[config.mk]
export PLATFORM = sky130hd
export DESIGN_NAME = char_stream_tokenizer
export DESIGN_NICKNAME = d
export VERILOG_FILES = /design/src/cst_pkg.sv /design/src/char_stream_tokenizer.sv /design/src/cst_classify.sv
export SDC_FILE = /design/constraint.sdc
export NUM_CORES = 1
export LEC_CHECK = 0
export BUFFER_PORTS_ARGS = -buffer_cell sky130_fd_sc_hd__buf_2
export CAP_MARGIN = 20
export CORE_UTILIZATION = 43
export CTS_BUF_LIST = sky130_fd_sc_hd__clkbuf_8 sky130_fd_sc_hd__clkbuf_16
export DETAILED_ROUTE_END_ITERATION = 10
export HOLD_SLACK_MARGIN = 0.15
export MAX_ROUTING_LAYER = met4
export PLACE_DENSITY_LB_ADDON = 0.05
export SKIP_CTS_REPAIR_TIMING = 1
export SLEW_MARGIN = 10
export SYNTH_ARGS = -nofsm -noshare
export SYNTH_HDL_FRONTEND = slang
export SYNTH_SLANG_ARGS = --single-unit
[constraint.sdc]
create_clock -name clk -period 1.95 [get_ports clk]
set_clock_uncertainty 0.1 [all_clocks]
set_input_delay 0.0975 -clock clk [delete_from_list [all_inputs] [get_ports clk]]
set_output_delay 0.0975 -clock clk [all_outputs]
set_load 0.01 [all_outputs]
[src/cst_pkg.sv]
// Shared types, constants and character-class functions of the character stream tokenizer.
`default_nettype none
package cst_pkg;

	localparam int unsigned ADDR_W = 4;
	localparam int unsigned DATA_W = 32;

	localparam logic [1:0] REG_SKIP_WS  = 2'd0;
	localparam logic [1:0] REG_STR_MODE = 2'd1;
	localparam logic [1:0] REG_NUM_MODE = 2'd2;

	localparam logic [1:0] KIND_WORD = 2'd0;
	localparam logic [1:0] KIND_NUM  = 2'd1;
	localparam logic [1:0] KIND_STR  = 2'd2;
	localparam logic [1:0] KIND_CHAR = 2'd3;

	localparam logic [7:0] CH_DOT    = 8'h2E;
	localparam logic [7:0] CH_EXP    = 8'h45;
	localparam logic [7:0] CH_PLUS   = 8'h2B;
	localparam logic [7:0] CH_MINUS  = 8'h2D;
	localparam logic [7:0] CH_SQUOTE = 8'h27;
	localparam logic [7:0] CH_DQUOTE = 8'h22;
	localparam logic [7:0] CH_SPACE  = 8'h20;
	localparam logic [7:0] CH_TAB    = 8'h09;
	localparam logic [7:0] CH_CR     = 8'h0D;

	typedef enum logic [3:0] {
		MODE_IDLE = 4'b0001,
		MODE_WORD = 4'b0010,
		MODE_NUM  = 4'b0100,
		MODE_STR  = 4'b1000
	} mode_t;

	typedef enum logic [4:0] {
		PH_INT  = 5'b00001,
		PH_FRAC = 5'b00010,
		PH_EXP  = 5'b00100,
		PH_SIGN = 5'b01000,
		PH_EDIG = 5'b10000
	} phase_t;

	typedef struct packed {
		mode_t      mode;
		phase_t     phase;
		logic [7:0] quote;
	} state_t;

	typedef struct packed {
		logic skip_ws;
		logic str_mode;
		logic num_mode;
	} cfg_t;

	typedef struct packed {
		logic [7:0] ch;
		logic       kept;
		logic       start;
		logic [1:0] kind;
		logic       err;
		logic       unclosed;
		logic       last;
	} result_t;

	function automatic logic is_digit(input logic [7:0] c);
		return (c >= 8'h30) && (c <= 8'h39);
	endfunction

	function automatic logic is_alnum(input logic [7:0] c);
		return is_digit(c) || ((c >= 8'h41) && (c <= 8'h5A)) || ((c >= 8'h61) && (c <= 8'h7A));
	endfunction

	function automatic logic is_space(input logic [7:0] c);
		return (c == CH_SPACE) || ((c >= CH_TAB) && (c <= CH_CR));
	endfunction

	function automatic logic is_quote(input logic [7:0] c);
		return (c == CH_SQUOTE) || (c == CH_DQUOTE);
	endfunction

endpackage
`default_nettype wire

[src/char_stream_tokenizer.sv]
// Character stream tokenizer top level: APB registers, token state and result register.
// A result appears in out_valid in the cycle after its item is accepted.
// Throughput: one item per cycle; in_ready stays high while the result register
// is empty or being drained in the same cycle.
// Reset: token state returns to idle, integer phase, open quote zero; all mode
// registers clear; the result register is empty.
`default_nettype none
module char_stream_tokenizer (
	input  wire logic                          clk,
	input  wire logic                          arst_n,

	input  wire logic                          psel,
	input  wire logic                          penable,
	input  wire logic                          pwrite,
	input  wire logic [cst_pkg::ADDR_W-1:0]    paddr,
	input  wire logic [cst_pkg::DATA_W-1:0]    pwdata,
	output logic      [cst_pkg::DATA_W-1:0]    prdata,
	output logic                               pready,

	input  wire logic                          in_valid,
	output logic                               in_ready,
	input  wire logic [7:0]                    in_char,
	input  wire logic                          in_last,

	output logic                               out_valid,
	input  wire logic                          out_ready,
	output logic      [7:0]                    out_char,
	output logic                               kept,
	output logic                               token_start,
	output logic      [1:0]                    token_kind,
	output logic                               format_error,
	output logic                               string_unclosed,
	output logic                               out_last
);

	cst_pkg::cfg_t    cfg_q;
	cst_pkg::state_t  state_q;
	cst_pkg::state_t  state_nxt;
	cst_pkg::result_t res;
	cst_pkg::result_t res_q;
	logic             out_valid_q;
	logic             in_fire;
	logic             wr_en;
	logic [1:0]       reg_idx;

	assign pready  = 1'b1;
	assign wr_en   = psel && penable && pwrite;
	assign reg_idx = paddr[3:2];

	always_ff @(posedge clk or negedge arst_n) begin
		if (!arst_n) begin
			cfg_q <= '0;
		end else if (wr_en) begin
			unique case (reg_idx)
				cst_pkg::REG_SKIP_WS:  cfg_q.skip_ws  <= pwdata[0];
				cst_pkg::REG_STR_MODE: cfg_q.str_mode <= pwdata[0];
				cst_pkg::REG_NUM_MODE: cfg_q.num_mode <= pwdata[0];
				default: ;
			endcase
		end
	end

	always_comb begin
		prdata = '0;
		unique case (reg_idx)
			cst_pkg::REG_SKIP_WS:  prdata[0] = cfg_q.skip_ws;
			cst_pkg::REG_STR_MODE: prdata[0] = cfg_q.str_mode;
			cst_pkg::REG_NUM_MODE: prdata[0] = cfg_q.num_mode;
			default:               prdata    = '0;
		endcase
	end

	cst_classify u_classify (
		.ch   (in_char),
		.last (in_last),
		.cfg  (cfg_q),
		.cur  (state_q),
		.nxt  (state_nxt),
		.res  (res)
	);

	assign in_ready = !out_valid_q || out_ready;
	assign in_fire  = in_valid && in_ready;

	always_ff @(posedge clk or negedge arst_n) begin
		if (!arst_n) begin
			state_q.mode  <= cst_pkg::MODE_IDLE;
			state_q.phase <= cst_pkg::PH_INT;
			state_q.quote <= '0;
			out_valid_q   <= 1'b0;
		end else begin
			if (in_fire) begin
				state_q     <= state_nxt;
				out_valid_q <= 1'b1;
			end else if (out_ready) begin
				out_valid_q <= 1'b0;
			end
		end
	end

	always_ff @(posedge clk) begin
		if (in_fire) res_q <= res;
	end

	assign out_valid       = out_valid_q;
	assign out_char        = res_q.ch;
	assign kept            = res_q.kept;
	assign token_start     = res_q.start;
	assign token_kind      = res_q.kind;
	assign format_error    = res_q.err;
	assign string_unclosed = res_q.unclosed;
	assign out_last        = res_q.last;

	a_skip_clean: assert property (@(posedge clk) disable iff (!arst_n)
		(out_valid && !kept) |-> (!token_start && token_kind == cst_pkg::KIND_WORD))
		else $error("skipped whitespace carries token marks");

	a_unclosed_last: assert property (@(posedge clk) disable iff (!arst_n)
		(out_valid && string_unclosed) |-> (out_last && token_kind == cst_pkg::KIND_STR))
		else $error("unclosed string flagged off a last string char");

	a_err_not_num: assert property (@(posedge clk) disable iff (!arst_n)
		(out_valid && format_error) |-> (token_kind != cst_pkg::KIND_NUM))
		else $error("format error on a number char");

	a_last_idle: assert property (@(posedge clk) disable iff (!arst_n)
		(in_fire && in_last) |=> (state_q.mode == cst_pkg::MODE_IDLE
			&& state_q.phase == cst_pkg::PH_INT))
		else $error("state not idle after last item");

	a_fire_fills: assert property (@(posedge clk) disable iff (!arst_n)
		in_fire |=> out_valid_q)
		else $error("accepted item produced no result");

endmodule
`default_nettype wire

[src/cst_classify.sv]
// Per-character classification and next-state logic of the tokenizer.
`default_nettype none
module cst_classify (
	input  wire logic            [7:0] ch,
	input  wire logic                  last,
	input  wire cst_pkg::cfg_t         cfg,
	input  wire cst_pkg::state_t       cur,
	output cst_pkg::state_t            nxt,
	output cst_pkg::result_t           res
);

	logic cont;
	logic dig;

	always_comb begin
		nxt          = cur;
		res.ch       = ch;
		res.kept     = 1'b1;
		res.start    = 1'b0;
		res.kind     = cst_pkg::KIND_WORD;
		res.err      = 1'b0;
		res.unclosed = 1'b0;
		res.last     = last;
		cont         = 1'b0;
		dig          = cst_pkg::is_digit(ch);

		unique case (cur.mode)
			cst_pkg::MODE_STR: begin
				res.kind = cst_pkg::KIND_STR;
				cont     = 1'b1;
				if (ch == cur.quote) nxt.mode = cst_pkg::MODE_IDLE;
			end
			cst_pkg::MODE_WORD: begin
				if (cst_pkg::is_alnum(ch)) begin
					res.kind = cst_pkg::KIND_WORD;
					cont     = 1'b1;
				end
			end
			cst_pkg::MODE_NUM: begin
				unique case (cur.phase)
					cst_pkg::PH_INT: begin
						if (ch == cst_pkg::CH_DOT) begin
							nxt.phase = cst_pkg::PH_FRAC;
							cont      = 1'b1;
						end else if (ch == cst_pkg::CH_EXP) begin
							nxt.phase = cst_pkg::PH_EXP;
							cont      = 1'b1;
						end else if (dig) begin
							cont = 1'b1;
						end
					end
					cst_pkg::PH_FRAC: begin
						if (ch == cst_pkg::CH_EXP) begin
							nxt.phase = cst_pkg::PH_EXP;
							cont      = 1'b1;
						end else if (dig) begin
							cont = 1'b1;
						end
					end
					cst_pkg::PH_EXP: begin
						if ((ch == cst_pkg::CH_PLUS) || (ch == cst_pkg::CH_MINUS)) begin
							nxt.phase = cst_pkg::PH_SIGN;
							cont      = 1'b1;
						end else if (dig) begin
							nxt.phase = cst_pkg::PH_EDIG;
							cont      = 1'b1;
						end else begin
							res.err = 1'b1;
						end
					end
					cst_pkg::PH_SIGN: begin
						if (dig) begin
							nxt.phase = cst_pkg::PH_EDIG;
							cont      = 1'b1;
						end else begin
							res.err = 1'b1;
						end
					end
					cst_pkg::PH_EDIG: begin
						cont = dig;
					end
					default: begin
						cont = 1'b0;
					end
				endcase
				if (cont) res.kind = cst_pkg::KIND_NUM;
			end
			default: begin
				cont = 1'b0;
			end
		endcase

		// fresh token start, or skipped whitespace
		if (!cont) begin
			nxt.mode = cst_pkg::MODE_IDLE;
			if (cfg.skip_ws && cst_pkg::is_space(ch)) begin
				res.kept  = 1'b0;
				res.start = 1'b0;
				res.kind  = cst_pkg::KIND_WORD;
			end else begin
				res.start = 1'b1;
				priority if (cfg.str_mode && cst_pkg::is_quote(ch)) begin
					nxt.mode  = cst_pkg::MODE_STR;
					nxt.quote = ch;
					res.kind  = cst_pkg::KIND_STR;
				end else if (cfg.num_mode && dig) begin
					nxt.mode  = cst_pkg::MODE_NUM;
					nxt.phase = cst_pkg::PH_INT;
					res.kind  = cst_pkg::KIND_NUM;
				end else if (cst_pkg::is_alnum(ch)) begin
					nxt.mode = cst_pkg::MODE_WORD;
					res.kind = cst_pkg::KIND_WORD;
				end else begin
					res.kind = cst_pkg::KIND_CHAR;
				end
			end
		end

		if (last) begin
			res.unclosed = (nxt.mode == cst_pkg::MODE_STR);
			nxt.mode     = cst_pkg::MODE_IDLE;
			nxt.phase    = cst_pkg::PH_INT;
		end
	end

endmodule
`default_nettype wire
==> metrics list, run 1 <==
- Result of the run: finished, violations left
- The final reports fail on negative setup slack.
- After detailed routing, the average wire length per cell comes to 13.9 um.
* Setup-violating endpoint count in the final report: 6
- Number of flip-flops and latches in the synthesized netlist: 36
- NumNets Final: 360
- Clk Latency, worst-skew pair: 0.29 ns
* Filler-free cell count of the finished design: 379
* CTS Root Cell: sky130_fd_sc_hd__clkbuf_8
- Once placement finished, the instance area stood at 0.00262 sq mm.
- Reg-to-reg startpoint: state_q[14]$_DFFE_PN0P_
- Power per Cell Area: 576 mW/mm^2
- Worst-Margin Slew: 0.530 ns
- After clock tree synthesis, the clock-pin slew on the worst setup and hold paths is 0.08 ns.
* Placed instance count: 352
- The initial utilization of the core area, before any placement, comes to 45.3%.
- The number of antenna violations at the first check in global routing was 0.
- The first global-routing pass estimated 8.00 mm of wire.
- After detailed routing, the number of remaining DRC violations is 0.
- Entering global routing, the biggest net connects 22 pins.
- The mapped netlist covers 0.00234 sq mm.
- The final-report max-slew violation count is 0.
* Max Fclk: 490 MHz
- The synthesized design spends more area on one cell type than any other, namely sky130_fd_sc_hd__dfrtp_1.
* Leftover overflow at the end of global routing: 0
* Most common cell in the netlist: sky130_fd_sc_hd__buf_4
* Number of instances in the synthesized netlist: 230
- Setup repair after global routing could not meet its margin everywhere.
* Asr flop ratio synth: 58.3%
- Capture point of the worst reg-to-reg path: state_q[10]$_DFFE_PN0P_
- Vias in the first global route: 1,589
- The number of antenna diodes in the final layout is 0.
* Critical path arrival: 2.15 ns
* Reported leakage power: 1.31 nW
- For this design the top-level I/O count stands at 102.
* Commonest cells in the synthesized netlist: 33 x sky130_fd_sc_hd__buf_4, 19 x sky130_fd_sc_hd__dfrtp_1, 15 x sky130_fd_sc_hd__edfxtp_1
* Synth warn: 0
- IR analysis of the VDD net gives a maximum drop of 390 uV.
- Gr usage total: 19.7%
- In this run the mean area of a mapped cell was 10.2 sq um.
* Setup ws final: -0.0910 ns
- Worst slew margin: 64.6%
* CTS tree: yes
* Proportion of netlist area held by the largest area contributor: 20.3%
- No sink is reached through more buffers than the 2 on the longest clock path.
- At the worst endpoint, the required time is 2.06 ns.
- Counting flops with a built-in enable in the synthesized netlist gives 15.
* Number of fill cells in the layout: 469
* Tcrit/Tclk final: 105%
- Area growth syn-to-layout: 27.2%
* Number of clock buffers inserted by TritonCTS: 5
- The number of different library cells used by synthesis comes to 60.
* Antenna Violating Nets Remaining: 0
- Total Routed Length: 5.25 mm
- The count of final hold-check violations is 0.
* Detailed Place HPWL: 3.71 mm
- Pre-antenna DRT Iters: 4
- The core region is 0.00517 sq mm.
* Number of instances on the worst hold path: 4
- Path class of the lowest-slack min-delay path: input port to flop
- Final period demand of the worst path: 2.04 ns
* Critical Path End Type: flop
- Endpoint with the worst hold slack: cfg_q[0]$_DFFE_PN0P_
- Worst setup path category: flop to flop
- The worst setup path is launched from a flop.
- The worst hold path begins at penable.
- The clock tree synthesis step divided the H-tree into 2 levels.
- Vert. Die Dim: 75.8 um
- The first routing iteration left 67 violations.
- After floorplanning, the core was divided into 26 placement rows.
- Using the TritonRoute via totals, the vias-per-cell ratio works out to 4.88.
* Share of final-layout standard cells stronger than drive strength 1: 34.6%
- Summing all multi-input logic gate instances after layout gives 0.00121 sq mm.
- Among all flip-flop cells after synthesis, the most frequent one is sky130_fd_sc_hd__dfrtp_1.
* Placer Congestion: 0.853
- Post-synthesis sequential area ratio: 41.8%
* Die Outline Area: 0.00574 sq mm
- Ranked by total cell area, the synthesized netlist is headed by sky130_fd_sc_hd__dfrtp_1 20%, sky130_fd_sc_hd__edfxtp_1 19%, sky130_fd_sc_hd__buf_4 11%.
* Slack of the worst reg-to-reg path: -0.09 ns
- Finished Cell Area: 0.00298 sq mm
- The tree built by TritonCTS fans out to 36 sinks.
* Overall via count from detail_route: 1,851
- Port buffering added 36 buffers.
* Crit Path Max Fanout: 3
* Die Width: 75.8 um
* Max cap viols: 0
* Register cell area after layout: 978 sq um
* Worst-case reg-to-reg path depth: 5
[worst max path at each step]
| stage | startpoint | to | slack, ns | depth (start not counted) |
|---|---|---|---|---|
| 3_3_place_gp | state_q[8]$_DFFE_PN1P_ | string_unclosed$_SDFFCE_PN0P_ | -0.11 | 6 |
| 3_5_place_dp | state_q[14]$_DFFE_PN0P_ | string_unclosed$_SDFFCE_PN0P_ | -0.13 | 7 |
| 2_1_floorplan | state_q[8]$_DFFE_PN1P_ | string_unclosed$_SDFFCE_PN0P_ | 0.006 | 6 |
| 6_report | state_q[14]$_DFFE_PN0P_ | state_q[10]$_DFFE_PN0P_ | -0.09 | 5 |
| 4_1_cts | state_q[14]$_DFFE_PN0P_ | string_unclosed$_SDFFCE_PN0P_ | -0.16 | 7 |
| 5_1_grt | state_q[13]$_DFFE_PN1P_ | string_unclosed$_SDFFCE_PN0P_ | -0.19 | 8 |
[cell type report]
type	count	area share [%]
multi-input combinational	177	40.8
timing repair buffer	84	19.6
inverter	4	0.630
clock buffer	6	2.77
clock inverter	2	0.378
tap	70	2.94
sequential	36	32.9
[placed cells by master (no fill, tap or decap), types with 4 or more instances in the layout]
| master | count |
|---|---|
| sky130_fd_sc_hd__buf_2 | 36 |
| sky130_fd_sc_hd__conb_1 | 32 |
| sky130_fd_sc_hd__buf_4 | 31 |
| sky130_fd_sc_hd__dfrtp_1 | 19 |
| sky130_fd_sc_hd__dlygate4sd3_1 | 16 |
| sky130_fd_sc_hd__edfxtp_1 | 15 |
| sky130_fd_sc_hd__nor2_1 | 13 |
| sky130_fd_sc_hd__nand2_1 | 10 |
| sky130_fd_sc_hd__o21ai_0 | 10 |
| sky130_fd_sc_hd__xor2_1 | 9 |
| sky130_fd_sc_hd__nor2b_1 | 7 |
| sky130_fd_sc_hd__nor3_1 | 7 |
| sky130_fd_sc_hd__clkbuf_8 | 6 |
| sky130_fd_sc_hd__a21oi_1 | 5 |
| sky130_fd_sc_hd__nand4_1 | 5 |
| sky130_fd_sc_hd__mux2_2 | 5 |
| sky130_fd_sc_hd__nand2b_1 | 4 |
| sky130_fd_sc_hd__nor4_1 | 4 |
| sky130_fd_sc_hd__nand3_1 | 4 |
| sky130_fd_sc_hd__inv_1 | 4 |
[metal layers]
layer	wire length (um)	share of wire, %	global-route usage [%]	vias up
met2	2450	47	29.0	70
met5	0	0	-	-
li1	-	-	-	924
met4	44	0.84	5.97	0
met1	2520	48	27.7	853
met3	239	4.6	3.44	4
[cell families (layout without fill, tap and decap cells)]
logic type | Yosys count | count (layout) | synth area share, %
xor gates and xnor gates | 11 | 11 | 4.12
DFF | 36 | 36 | 41.8
muxes | 6 | 6 | 2.83
other | 2 | 32 | 0.321
AOI/OAI and AO/OA | 39 | 39 | 11.0
and+or+nand+nor | 89 | 89 | 25.3
buffers and inverters | 47 | 96 | 14.6
[metrics by stage]
| stage | hold slack (ns) | utilization (%) | worst slack [ns] | total power, mW | setup TNS, ns |
|---|---|---|---|---|---|
| 5_1_grt | 0.226 | 57.6 | -0.192 | 1.81 | -1.84 |
| 3_5_place_dp | 0.00449 | 50.6 | -0.128 | 1.13 | -0.713 |
| 2_1_floorplan | -0.298 | - | 0.00647 | 1.08 | 0 |
| 4_1_cts | -0.312 | 52.4 | -0.165 | 1.69 | -0.914 |
| 3_3_place_gp | 0.00624 | 50.6 | -0.109 | 1.13 | -0.599 |
| 6_report | 0.212 | 57.6 | -0.0910 | 1.71 | -0.406 |
[state kept, by name, indices dropped and copies added, names as in the netlist]
name	count
format_error	1
kept	1
out_char	8
string_unclosed	1
token_kind	2
state_q	17
token_start	1
cfg_q	3
out_last	1
out_valid	1
[worst max-delay path, stage by stage (launching register included)]
cell,delay (ns)
sky130_fd_sc_hd__dfrtp_1,0.42
sky130_fd_sc_hd__or4b_1,0.61
sky130_fd_sc_hd__buf_4,0.19
sky130_fd_sc_hd__nor4_2,0.36
sky130_fd_sc_hd__a21oi_1,0.13
sky130_fd_sc_hd__nor3_2,0.15
[power breakdown]
| group | internal [mW] | total, mW | switching [mW] |
|---|---|---|---|
| combinational | 0.131 | 0.298 | 0.167 |
| sequential | 0.834 | 0.861 | 0.0271 |
| clock | 0.282 | 0.556 | 0.274 |
| total | 1.25 | 1.71 | 0.468 |
Power figures use the tool's default switching activity.
==> inputs of run 2 (changes only) <==
REMOVE_ABC_BUFFERS = 1   (was unset)
==> run 2 against run 1 <==
The run still ends with negative setup slack left. Worst hold slack got worse by 0.032 ns. Die area stayed put. Via count rose by 4.3%. Combinational power is 3% higher. Count of clock-buffer cells in the layout decreased by 1. Register-to-register slack lost 0.02 ns. Maximum frequency fell by 0.95%. Largest power group unchanged. First-iteration DRC count decreased by 9.0%.
==> metrics list, run 2 (synthesized netlist as in run 1, its figures left out) <==
- In the routed design, unresolved DRC markers number 0.
- Setup violations remaining at the end of the flow were counted as 8.
* CTS clock-pin slew for the worst setup and hold paths: 0.07 ns
- Reg-to-reg startpoint: state_q[8]$_DFFE_PN1P_
* Max Fclk: 485 MHz
- After detailed routing, the number of vias per cell comes to 4.95.
- CTS Root Cell: sky130_fd_sc_hd__clkbuf_8
* Max cap viols: 0
- Once routing completed, OpenROAD measured the worst setup slack at -0.111 ns.
- For this design the ratio of total power to cell area is 584 mW/mm^2.
- Die Outline Area: 0.00574 sq mm
- The analysis attributes to cell leakage a power of 1.38 nW.
- The final layout contains routed wiring with a total length of 5.33 mm.
- The largest individual stage delay along the critical path comes from the cell sky130_fd_sc_hd__dfstp_2.
* Pre-antenna DRT Iters: 4
* Critical path arrival: 2.13 ns
- Number of levels in the clock H-tree: 2
- The critical path starts at state_q[8]$_DFFE_PN1P_.
* Clk Latency, worst-skew pair: 0.29 ns
* Crit path depth: 8
- Number of clock sinks seen by CTS: 36
- Core footprint: 0.00517 sq mm
* Commonest cells after routing, fill and taps aside: 41 x sky130_fd_sc_hd__buf_4, 36 x sky130_fd_sc_hd__buf_2, 32 x sky130_fd_sc_hd__conb_1
- The floorplan step set the die width to 75.8 um.
* RSZ-0062 raised after global routing: yes
- The register with the most flip-flops in the layout has 17 of them.
* Path class of the lowest-slack min-delay path: input port to flop
- At the end of routability-driven placement, the weighted congestion stood at 0.821.
* Number of port buffers: 36
- Vias in the first global route: 1,674
- Number of clock buffers inserted by TritonCTS: 5
* Total design power: 1.82 mW
- The count of final hold-check violations was 0.
- Vert. Die Dim: 75.8 um
- Most Frequent Cell on Critical Path: sky130_fd_sc_hd__buf_4
- Gr usage total: 20.3%
- The worst setup path is captured at a flop.
* Result of the run: finished, violations left
* Violated checks: negative setup slack
- 102 I/O pins were placed.
* Share of final-layout standard cells stronger than drive strength 1: 39.4%
- CP peak stage delay: 0.58 ns
- The initialized floorplan defines 26 standard-cell rows.
* Number of diodes: 0
- Critical Path RT: 2.02 ns
- Ranked by flip-flop count, first place goes to state_q.
* Leading cell type in the layout, fill and taps excluded: sky130_fd_sc_hd__buf_4
- The clock passes through at most 2 buffers.
- The startpoint identified for the worst hold timing path is in_char[0].
- For this block, the via count after detailed routing is 1,931.
* Area growth syn-to-layout: 32.9%
- Once the floorplan was initialized, standard cells occupied 45.3% of the core.
* Final number of max-transition violations: 0
* Worst-case reg-to-reg path depth: 8
* Buffer and inverter count on the worst path: 2
- Register cell area after layout: 982 sq um
* CTS tree: yes
* Worst setup path category: flop to flop
- The worst setup path is launched from a flop.
* Crit Path Max Fanout: 5
- The number of antenna violations at the first check in global routing came to 0.
* Final core utilization: 60.1%
- Detail-routed net length per standard cell: 13.7 um
- Worst slack on hold paths: 0.180 ns
- The first global-routing pass estimated 8.18 mm of wire.
- Detailed Place HPWL: 3.82 mm
* Leftover overflow at the end of global routing: 0
- Number of DRC violations after detailed-routing iteration 0: 61
- Broken down by cell family, the worst path's largest delay share belongs to flip-flops.
* Antenna Violating Nets Remaining: 0
- Area used by multi-input combinational logic: 0.00125 sq mm
- Number of fill cells in the layout: 464
- Cell-by-cell listing of the critical path: nor2b_2, o211ai_1, buf_4, nand4_1, o31ai_2, buf_4, and2_4, nor3_2
- NumNets Final: 371
- Worst VDD drop: 295 uV
- The worst path uses 106% of the clock period.
- Final period demand of the worst path: 2.06 ns
* Number of instances on the worst hold path: 2
* Largest net degree at the start of global routing: 22
[run 2: cell count changes in the layout (fill, tap and decap cells not counted), sizes merged]
cell	delta
buf	+11
bufinv	+1
clkbuf	-1
clkinv	+1
clkinvlp	-2
inv	+1
[run 2: path summary, 6_finish.rpt]
check | endpoint | slack, ns
worst min register to register | state_q[5]$_DFFE_PN0P_ | 0.39
min in group asynchronous | state_q[4]$_DFFE_PN0P_ | 0.20
max in group asynchronous | state_q[13]$_DFFE_PN1P_ | 1.18
worst max register to register | state_q[10]$_DFFE_PN0P_ | -0.11
worst max-delay path | state_q[10]$_DFFE_PN0P_ | -0.11
worst min-delay path | out_char[0]$_DFFE_PP_ | 0.18
[run 2: area by class of cell]
class | instances | area share (%)
clock buffer | 5 | 2.21
clock inverter | 3 | 1.25
inverter | 4 | 0.483
multi-input combinational | 177 | 40.1
sequential | 36 | 31.6
tap | 70 | 2.82
timing repair buffer | 95 | 21.6
[run 2: report_power, final]
group	total (mW)	internal, mW	switching [mW]
Clock	0.646	0.374	0.272
Sequential	0.864	0.835	0.0298
Combinational	0.307	0.138	0.169
[run 2: metrics by stage]
step                setup TNS [ns]  setup slack, ns  area, sq um  instances
global placement            -0.586           -0.126         2650        357
detailed placement          -0.572           -0.151         2650        357
finish                      -0.490           -0.111         3110        390
global route                 -2.34           -0.249         3110        390
CTS                         -0.750           -0.162         2760        365
floorplan                   -0.373           -0.187         2130        217
[run 2: per-layer routing]
layer	part of all wire, %	GRT usage, %
met1	47	25.6
met2	47	33.0
met3	4.7	2.78
met4	0.94	7.41
met5	0	-
==> inputs of run 3 (changes only) <==
CORE_ASPECT_RATIO = 0.8   (was unset)
==> run 3 against run 2 <==
The run ends with design-rule violations, negative setup slack left. Via count fell by 2.5%. Highest routed layer unchanged. Critical endpoint unchanged. Maximum frequency up 1.1%. Final cell count fell by 6.7%. Clock power shrank 16%. Wire length is 2.8% lower. Worst hold slack worse by 0.058 ns. Critical path type unchanged. Non-clock buffer count is 18 lower. Critical path depth fell by 1. Flip-flop and latch count unchanged. Sequential share of layout area rose by 1.8 points.
==> metrics list, run 3 (synthesized netlist as in run 1, its figures left out) <==
* Cell Area, Placed: 0.00257 sq mm
- The via count of the first global-routing pass came to 1,576.
- The critical path in this run is classified as flop to flop.
* Max FFs per register: 17
* Antenna Violating Nets Remaining: 0
- Tcrit/Tclk final: 104%
- Clk Latency, worst-skew pair: 0.29 ns
* Finished Cell Area: 0.00294 sq mm
- After detailed routing, the average wire length per cell comes to 14.2 um.
- Gr usage total: 18.8%
- Setup slack on the critical path of the routed design comes to -0.0873 ns.
- TritonCTS built the clock tree.
- The worst pin sits at a relative slew slack of 64.8%.
- Clock-pin slew was measured on the worst setup and hold paths at 0.07 ns.
* Critical path arrival: 2.11 ns
- Die Outline Area: 0.00575 sq mm
- The initial utilization of the core area, before any placement, comes to 45.7%.
- Number of clock buffers inserted by TritonCTS: 5
- In the final layout, the share of cells above drive strength 1 is 35.8%.
- The floorplan has 23 rows.
- Final core utilization: 57.3%
* GR Layer Usage met1: 25.3%
- The analysis attributes to cell leakage a power of 1.29 nW.
- CTS Root Cell: sky130_fd_sc_hd__clkbuf_8
- Power per Cell Area: 576 mW/mm^2
* Number of buffers on the longest clock path: 2
- Most heavily used metal layer in global routing: met2
- Leaving out fill and tap cells, the most frequent cells in the layout are 36 x sky130_fd_sc_hd__buf_2, 32 x sky130_fd_sc_hd__conb_1, 26 x sky130_fd_sc_hd__buf_4.
- Max-cap violations in this run came to 0.
- Core footprint: 0.00512 sq mm
- Register name with the most flops: state_q
- The final route contains 1,882 vias.
- In this run the number of H-tree levels came out at 2.
- Number of DRC violations after detailed-routing iteration 0: 68
* Setup-violating endpoint count in the final report: 6
- The final-report max-slew violation count was 0.
* Max Fclk: 491 MHz
- In this run the worst hold path is classified as input port to flop.
- The final reports fail on design-rule violations, negative setup slack.
* GRT met3 Usage: 5.91%
- Fin Setup TNS: -0.370 ns
- For this design the top-level I/O count stands at 102.
* Critical Path End Type: flop
- Drt drc: 10
* Largest net degree at the start of global routing: 22
- Crit Path Max Fanout: 6
* GRT met2 Usage: 28.4%
- From bottom edge to top edge, the die measures 68.0 um.
- Worst-Margin Slew: 0.528 ns
* Die Width: 84.5 um
- The wire-length estimate of the detail-placed layout is 3.62 mm.
- The clock net in this run drives a total of 36 sinks.
- Startpoint class of the critical path: flop
* Critical Path RT: 2.03 ns
* Area growth syn-to-layout: 25.4%
* Total Routed Length: 5.18 mm
* Leading cell type in the layout, fill and taps excluded: sky130_fd_sc_hd__buf_2
- Pre-antenna DRT Iters: 7
- For this run, the post-layout net count is 353.
- Fill cells in the final layout number 443.
* Leftover overflow at the end of global routing: 0
- VDD sags by at most 376 uV.
* Result of the run: finished, violations left
* Placer Congestion: 0.842
* Via count normalized by instance count: 5.17
- The number of antenna diodes in the final layout is 0.
- Port buffering added 36 buffers.
* Initial antenna violation count: 0
* RSZ-0062 raised after global routing: yes
- First-pass GRT wire length: 7.87 mm
- The count of final hold-check violations came to 0.
- The worst path in the final design needs a cycle of 2.04 ns, including I/O delays and setup.
run 3: cell types whose count changed in the layout (fill, tap and decap cells not counted), moves of 2 or more:
| cell | before | now |
|---|---|---|
| sky130_fd_sc_hd__buf_4 | 41 | 26 |
| sky130_fd_sc_hd__dfrtp_1 | 16 | 18 |
| sky130_fd_sc_hd__dfrtp_2 | 3 | 1 |
| sky130_fd_sc_hd__dlygate4sd3_1 | 16 | 14 |
| sky130_fd_sc_hd__nor2_2 | 1 | 3 |
| sky130_fd_sc_hd__nor2_4 | 2 | 0 |
| sky130_fd_sc_hd__o21ai_0 | 8 | 10 |
| sky130_fd_sc_hd__o21ai_1 | 5 | 3 |
run 3: where the power goes:
| group | total (mW) | switching [mW] | internal (mW) |
|---|---|---|---|
| logic | 0.289 | 0.165 | 0.124 |
| registers | 0.863 | 0.0297 | 0.834 |
| clock network | 0.540 | 0.291 | 0.249 |
| total | 1.69 | 0.485 | 1.21 |
run 3: metrics by stage:
| stage | hold slack, ns | total power, mW | setup WS, ns | cells |
|---|---|---|---|---|
| 2_1_floorplan | -0.298 | 1.00 | -0.187 | 217 |
| 3_3_place_gp | 0.00701 | 1.12 | -0.129 | 340 |
| 3_5_place_dp | 0.00937 | 1.13 | -0.136 | 340 |
| 4_1_cts | -0.321 | 1.67 | -0.153 | 348 |
| 5_1_grt | 0.157 | 1.78 | -0.153 | 364 |
| 6_report | 0.122 | 1.69 | -0.0873 | 364 |
run 3: worst paths after layout:
kind                                   startpoint                      end  slack [ns]  cells past startpoint
setup reg to reg           state_q[8]$_DFFE_PN1P_  state_q[10]$_DFFE_PN0P_       -0.09                      7
setup / recovery           state_q[8]$_DFFE_PN1P_  state_q[10]$_DFFE_PN0P_       -0.09                      7
min in group asynchronous                  arst_n   state_q[3]$_DFFE_PN0P_        0.21                      2
hold / removal                           paddr[3]     cfg_q[1]$_DFFE_PN0P_        0.12                      4
max in group asynchronous                  arst_n  state_q[11]$_DFFE_PN0P_        1.15                      2
hold reg to reg            state_q[5]$_DFFE_PN0P_   state_q[5]$_DFFE_PN0P_        0.40                      1
run 3: cell type report:
class | instances | area (sq um) | area share [%]
Clock buffer | 5 | 68.8 | 2.34
Multi-Input combinational cell | 177 | 1250 | 42.6
Tap cell | 62 | 77.6 | 2.64
Clock inverter | 3 | 17.5 | 0.597
Timing Repair Buffer | 77 | 527 | 17.9
Sequential cell | 36 | 980 | 33.4
Inverter | 4 | 15.0 | 0.511
run 3: layer usage:
metal  share of wire (%)  wire (um)  vias up
met2                  45       2320       89
met4                0.43         22        0
met5                   0          0        -
li1                    -          -      911
met3                 6.4        329        2
met1                  48       2510      880
run 3: critical path, stage by stage, from the launching register on:
cell	delay, ns
sky130_fd_sc_hd__dfstp_2	0.61
sky130_fd_sc_hd__nor2b_4	0.05
sky130_fd_sc_hd__o211ai_1	0.26
sky130_fd_sc_hd__buf_4	0.16
sky130_fd_sc_hd__nand4_1	0.13
sky130_fd_sc_hd__o31ai_4	0.35
sky130_fd_sc_hd__and2_4	0.21
sky130_fd_sc_hd__nor3_1	0.05
